==> config.mk <==
export PLATFORM = sky130hd
export DESIGN_NAME = abs_ctrl
export DESIGN_NICKNAME = d
export VERILOG_FILES = /design/src/rtl/abs_pkg.sv /design/src/rtl/abs_ctrl.sv
export SDC_FILE = /design/constraint.sdc
export NUM_CORES = 1
export LEC_CHECK = 0
export BUFFER_PORTS_ARGS = -buffer_cell sky130_fd_sc_hd__clkbuf_2
export CAP_MARGIN = 10
export CORE_MARGIN = 10
export CORE_UTILIZATION = 35
export DETAILED_ROUTE_END_ITERATION = 6
export GPL_ROUTABILITY_DRIVEN = 1
export SLEW_MARGIN = 20
export SYNTH_ARGS = -nofsm -noshare
export SYNTH_HDL_FRONTEND = slang
export SYNTH_SLANG_ARGS = --single-unit
==> constraint.sdc <==
create_clock -name clock -period 2.1 [get_ports clock]
set_clock_uncertainty 0.15 [all_clocks]
set_input_delay 0.42 -clock clock [delete_from_list [all_inputs] [get_ports clock]]
set_output_delay 0.42 -clock clock [all_outputs]
set_load 0.05 [all_outputs]
==> src/rtl/abs_pkg.sv <==
package abs_pkg;

   localparam int COORD_W = 32;
   localparam int MUL_W = 34;
   localparam int PROD_W = 2 * MUL_W;
   localparam int SQ_SUM_W = 66;
   localparam int SQRT_ITERS = PROD_W / 2;
   localparam int DIV_ITERS = PROD_W;
   localparam int ITER_W = $clog2(DIV_ITERS + 1);

   localparam logic [1:0] STATUS_OK = 2'd0;
   localparam logic [1:0] STATUS_FEW = 2'd1;
   localparam logic [1:0] STATUS_OVF = 2'd2;

   typedef logic [2:0][COORD_W-1:0] vec3_type;

   typedef struct packed {
      logic signed [COORD_W-1:0] coord_x;
      logic signed [COORD_W-1:0] coord_y;
      logic signed [COORD_W-1:0] coord_z;
      logic                      last_point;
   } req_payload_type;

   typedef struct packed {
      logic signed [COORD_W-1:0] center_x;
      logic signed [COORD_W-1:0] center_y;
      logic signed [COORD_W-1:0] center_z;
      logic [COORD_W-1:0]        sphere_radius;
      logic [1:0]                status;
   } rsp_payload_type;

   typedef enum logic [4:0] {
      ST_IDLE, ST_DECIDE, ST_ERROR, ST_P1_RD, ST_P1_UPD, ST_SPAN_SQ, ST_SPAN_ACC,
      ST_SPAN_CMP, ST_INIT_CTR, ST_INIT_SQRT, ST_INIT_RAD, ST_P2_RD, ST_P2_SQ,
      ST_P2_ACC, ST_P2_LIM, ST_P2_TEST, ST_P2_SQRT, ST_P2_RAD, ST_P2_SHIFT,
      ST_P2_MUL, ST_P2_DLD, ST_P2_DIV, ST_P2_UPD, ST_P2_NEXT, ST_RESULT
   } state_type;

   typedef enum logic [4:0] {
      OP_NONE, OP_LOAD, OP_START, OP_ERROR, OP_READ, OP_P1_UPD, OP_SPAN_SQ,
      OP_ACC, OP_SPAN_CMP, OP_INIT_CTR, OP_SQRT_STEP, OP_INIT_RAD, OP_P2_SQ,
      OP_P2_LIM, OP_P2_TEST, OP_P2_RAD, OP_P2_SHIFT, OP_P2_MUL, OP_DIV_LOAD,
      OP_DIV_STEP, OP_P2_UPD, OP_NEXT, OP_RESULT
   } dp_op_type;

   typedef struct packed {
      dp_op_type op;
   } dp_cmd_type;

   typedef struct packed {
      logic err_ovf;
      logic err_few;
      logic idx_last;
      logic k_last;
      logic pair_last;
      logic sqrt_last;
      logic div_last;
      logic outside;
   } dp_status_type;

endpackage

==> src/rtl/abs_ctrl.sv <==
module abs_ctrl
   import abs_pkg::*;
(
   input  logic            clock,
   input  logic            reset,
   input  logic            start,
   input  logic            last_point,
   input  dp_status_type   dp_status,
   output dp_cmd_type      dp_cmd,
   output logic            busy
);

   state_type state_ff, state_in;

   always_ff @(posedge clock) begin
      if (reset) begin
         state_ff <= ST_IDLE;
      end else begin
         state_ff <= state_in;
      end
   end

   always_comb begin
      state_in = state_ff;
      dp_cmd.op = OP_NONE;
      busy = 1'b1;
      case (state_ff)
         ST_IDLE: begin
            busy = 1'b0;
            if (start) begin
               dp_cmd.op = OP_LOAD;
               if (last_point) state_in = ST_DECIDE;
            end
         end
         ST_DECIDE: begin
            dp_cmd.op = OP_START;
            if (dp_status.err_ovf || dp_status.err_few) state_in = ST_ERROR;
            else state_in = ST_P1_RD;
         end
         ST_ERROR: begin
            dp_cmd.op = OP_ERROR;
            state_in = ST_IDLE;
         end
         ST_P1_RD: begin
            dp_cmd.op = OP_READ;
            state_in = ST_P1_UPD;
         end
         ST_P1_UPD: begin
            dp_cmd.op = OP_P1_UPD;
            state_in = dp_status.idx_last ? ST_SPAN_SQ : ST_P1_RD;
         end
         ST_SPAN_SQ: begin
            dp_cmd.op = OP_SPAN_SQ;
            state_in = ST_SPAN_ACC;
         end
         ST_SPAN_ACC: begin
            dp_cmd.op = OP_ACC;
            state_in = dp_status.k_last ? ST_SPAN_CMP : ST_SPAN_SQ;
         end
         ST_SPAN_CMP: begin
            dp_cmd.op = OP_SPAN_CMP;
            state_in = dp_status.pair_last ? ST_INIT_CTR : ST_SPAN_SQ;
         end
         ST_INIT_CTR: begin
            dp_cmd.op = OP_INIT_CTR;
            state_in = ST_INIT_SQRT;
         end
         ST_INIT_SQRT: begin
            dp_cmd.op = OP_SQRT_STEP;
            if (dp_status.sqrt_last) state_in = ST_INIT_RAD;
         end
         ST_INIT_RAD: begin
            dp_cmd.op = OP_INIT_RAD;
            state_in = ST_P2_RD;
         end
         ST_P2_RD: begin
            dp_cmd.op = OP_READ;
            state_in = ST_P2_SQ;
         end
         ST_P2_SQ: begin
            dp_cmd.op = OP_P2_SQ;
            state_in = ST_P2_ACC;
         end
         ST_P2_ACC: begin
            dp_cmd.op = OP_ACC;
            state_in = dp_status.k_last ? ST_P2_LIM : ST_P2_SQ;
         end
         ST_P2_LIM: begin
            dp_cmd.op = OP_P2_LIM;
            state_in = ST_P2_TEST;
         end
         ST_P2_TEST: begin
            dp_cmd.op = OP_P2_TEST;
            if (dp_status.outside) state_in = ST_P2_SQRT;
            else if (dp_status.idx_last) state_in = ST_RESULT;
            else state_in = ST_P2_NEXT;
         end
         ST_P2_SQRT: begin
            dp_cmd.op = OP_SQRT_STEP;
            if (dp_status.sqrt_last) state_in = ST_P2_RAD;
         end
         ST_P2_RAD: begin
            dp_cmd.op = OP_P2_RAD;
            state_in = ST_P2_SHIFT;
         end
         ST_P2_SHIFT: begin
            dp_cmd.op = OP_P2_SHIFT;
            state_in = ST_P2_MUL;
         end
         ST_P2_MUL: begin
            dp_cmd.op = OP_P2_MUL;
            state_in = ST_P2_DLD;
         end
         ST_P2_DLD: begin
            dp_cmd.op = OP_DIV_LOAD;
            state_in = ST_P2_DIV;
         end
         ST_P2_DIV: begin
            dp_cmd.op = OP_DIV_STEP;
            if (dp_status.div_last) state_in = ST_P2_UPD;
         end
         ST_P2_UPD: begin
            dp_cmd.op = OP_P2_UPD;
            if (!dp_status.k_last) state_in = ST_P2_MUL;
            else if (dp_status.idx_last) state_in = ST_RESULT;
            else state_in = ST_P2_NEXT;
         end
         ST_P2_NEXT: begin
            dp_cmd.op = OP_NEXT;
            state_in = ST_P2_RD;
         end
         ST_RESULT: begin
            dp_cmd.op = OP_RESULT;
            state_in = ST_IDLE;
         end
         default: begin
            state_in = ST_IDLE;
         end
      endcase
   end

endmodule

==> results.cfg <==
[routing]
drt-vias-per-instance = 5.78
wirelength_um = 2320
ant_nets = 0
firstDrtPassIters = 4
dr_total_vias = 919
drc = 0
routedWlPerCell_um = 14.6
drtIter0Drc = 36

[clock_tree]
clkSinkCount = 5
clk_pin_slew_worst_paths_ps = 50
cts_buffers = 3
cts_setup_buffers = 0
hold_buffers = 0
clkLatencyLatePin_ps = 250
cts_root_buf = clkbuf_4
htreeDepth = 1
clock_path_buffers = 2
cts_tree = done

[sta]
fmax_ghz = 0.498
worstMarginPinSlew_ps = 378
holdWs_ps = 270
finalHoldViolations = 0
fin_crit_sh_pct = 95.5
slew_viol_final = 0
setup_tns_ps = 0
rsz0062_at_grt = no
period_needed_ps = 2010
setup_viol = 0
relSlewSlack_pct = 74.6

[pwr]
p_per_area_nw_per_um2 = 692
vdd_drop_max_v = 0.000418
p_leak_nw = 0.404

[place]
dpl.hpwl_um = 1770
gp_routability_congestion = 0.864
numPortBuffers = 17

[floorplan]
die_h_um = 65.3
rows = 16
die_w_um = 65.3
io_pins = 18
core_area_um2 = 1960
dieArea_um2 = 4260
initial_core_util_pct = 36.6

[critical_path]
cp-start-kind = flip-flop
crit_buf_inv = 2
critPathMaxStageDelay_ps = 370
critPathKind = flip-flop to output port
slowest_stage = dfxtp_2
cp_data_required_time_ps = 1530
end_kind = output port
path_delay_family = flip-flops
r2r_slack_ps = 250
path_max_fanout = 5
cp_cell_sequence = inv_2, nor4_2, nor2_1, o221ai_2, buf_12
cp.arrival_ps = 1440

[synthesis]
ys_ff_latch = 5
ys.flop_type = dfxtp_1
yosysSeqAreaShare_pct = 13.9
synth_edf_count = 0
netlist_area_um2 = 718
synth.distinct_cells = 44
synthesis.nets = 122
yosysWarnings = 0
synthArstFlopShare_pct = 0
syn_area_per_cell_um2 = 6.53
syn_inst = 110

[cells_and_area]
syn2layout_area_growth_pct = 36.4
layout_commonest_cell = nor2_1
antenna_cells_inserted = 0
nFillCells = 231
largest_reg_flops = 5
layout_common_cells = nor2_1, clkbuf_2, nand2_1, buf_4, o21ai_0
drive_gt1_share_pct = 34.1
regArea_um2 = 108
final_nets = 145
top_register = state_ff
multi_input_comb_area_um2 = 574
largestRegisters = state_ff (5)

[global_routing]
grt_pass1_vias = 905
grt_start_max_net_pins = 18
grt_pass1_wl_um = 3880
grt-ovfl-total = 0
antenna_found_initial = 0
grt.total_usage_pct = 11.0

[status]
outcome = finished, final reports clean

[worst_hold_path]
min_path_type = primary input to flip-flop

[run]
max_cap_viol_count = 0
[Yosys cell counts (2+ instances only)]
master / n / share of area, %
nor2_1: 15 / 7.8
nand2_1: 11 / 5.7
o21ai_0: 8 / 5.6
buf_2: 6 / 4.2
nor2b_1: 6 / 5.2
dfxtp_1: 5 / 14
inv_1: 5 / 2.6
a31oi_1: 3 / 2.6
clkbuf_1: 3 / 1.6
mux2i_1: 3 / 4.2
nor3_1: 3 / 2.1
o21ai_1: 3 / 2.1
a21oi_1: 2 / 1.4
a221oi_1: 2 / 2.4
nand2b_1: 2 / 1.7
nand3_1: 2 / 1.4
nor4_1: 2 / 1.7
o22ai_1: 2 / 1.7
or3_1: 2 / 1.7
[stage by stage]
stage / power, mW / util (%) / instances / area [um^2] / setup WS, ps
final: 0.678 / 49.9 / 159 / 980 / 93.8
after global routing: 0.725 / 49.9 / 159 / 980 / 4.71
after CTS: 0.676 / 49.3 / 159 / 967 / 22.8
after detailed placement: 0.555 / 47.6 / 155 / 935 / 133
after global placement: 0.548 / 47.6 / 155 / 935 / 160
after floorplan: 0.430 / - / 110 / 737 / -207
[worst paths after layout]
path / from / endpoint / depth (start not counted)
setup / recovery: state_ff[0]$_SDFFE_PP0P_ / dp_cmd[2] / 5
hold / removal: reset / state_ff[3]$_SDFFE_PP0P_ / 2
setup reg to reg: state_ff[2]$_SDFFE_PP0P_ / state_ff[0]$_SDFFE_PP0P_ / 6
hold reg to reg: state_ff[0]$_SDFFE_PP0P_ / state_ff[0]$_SDFFE_PP0P_ / 2
[final cells by class]
class                      count  share of cell area, %
tap                           27                   3.45
inverter                       6                   2.30
multi-input combinational     89                   58.6
timing repair buffer          28                   22.0
sequential                     5                   11.0
clock buffer                   4                   2.68
[cell families (layout without fill, tap and decap cells)]
group	after synthesis	in the layout	share of synthesized area, %
mux	3	3	4.18
xor+xnor	1	1	1.22
simple gates	52	52	37.8
compound gates	33	33	32.9
buf+inv	16	38	9.93
flops	5	5	13.9
[layer usage]
layer	up-vias	track usage [%]	wire [um]
met1	427	11.3	1050
li1	454	-	-
met2	31	19.5	1090
met4	0	4.01	23
met3	7	4.24	158
met5	-	0	0
[power by group]
group | switching, mW | leakage [nW] | total, mW | internal (mW)
Combinational | 0.268 | 0.347 | 0.429 | 0.161
Clock | 0.0436 | 0.0150 | 0.116 | 0.0721
Sequential | 0.0246 | 0.0427 | 0.133 | 0.109
[what timing repair did]
| item | in CTS | in global routing |
|---|---|---|
| hold endpoints to repair | 0 | 0 |
| gates resized for setup | 4 | 5 |
| endpoints found under the setup margin | 5 | 3 |
(Power assumes the default switching activity.)
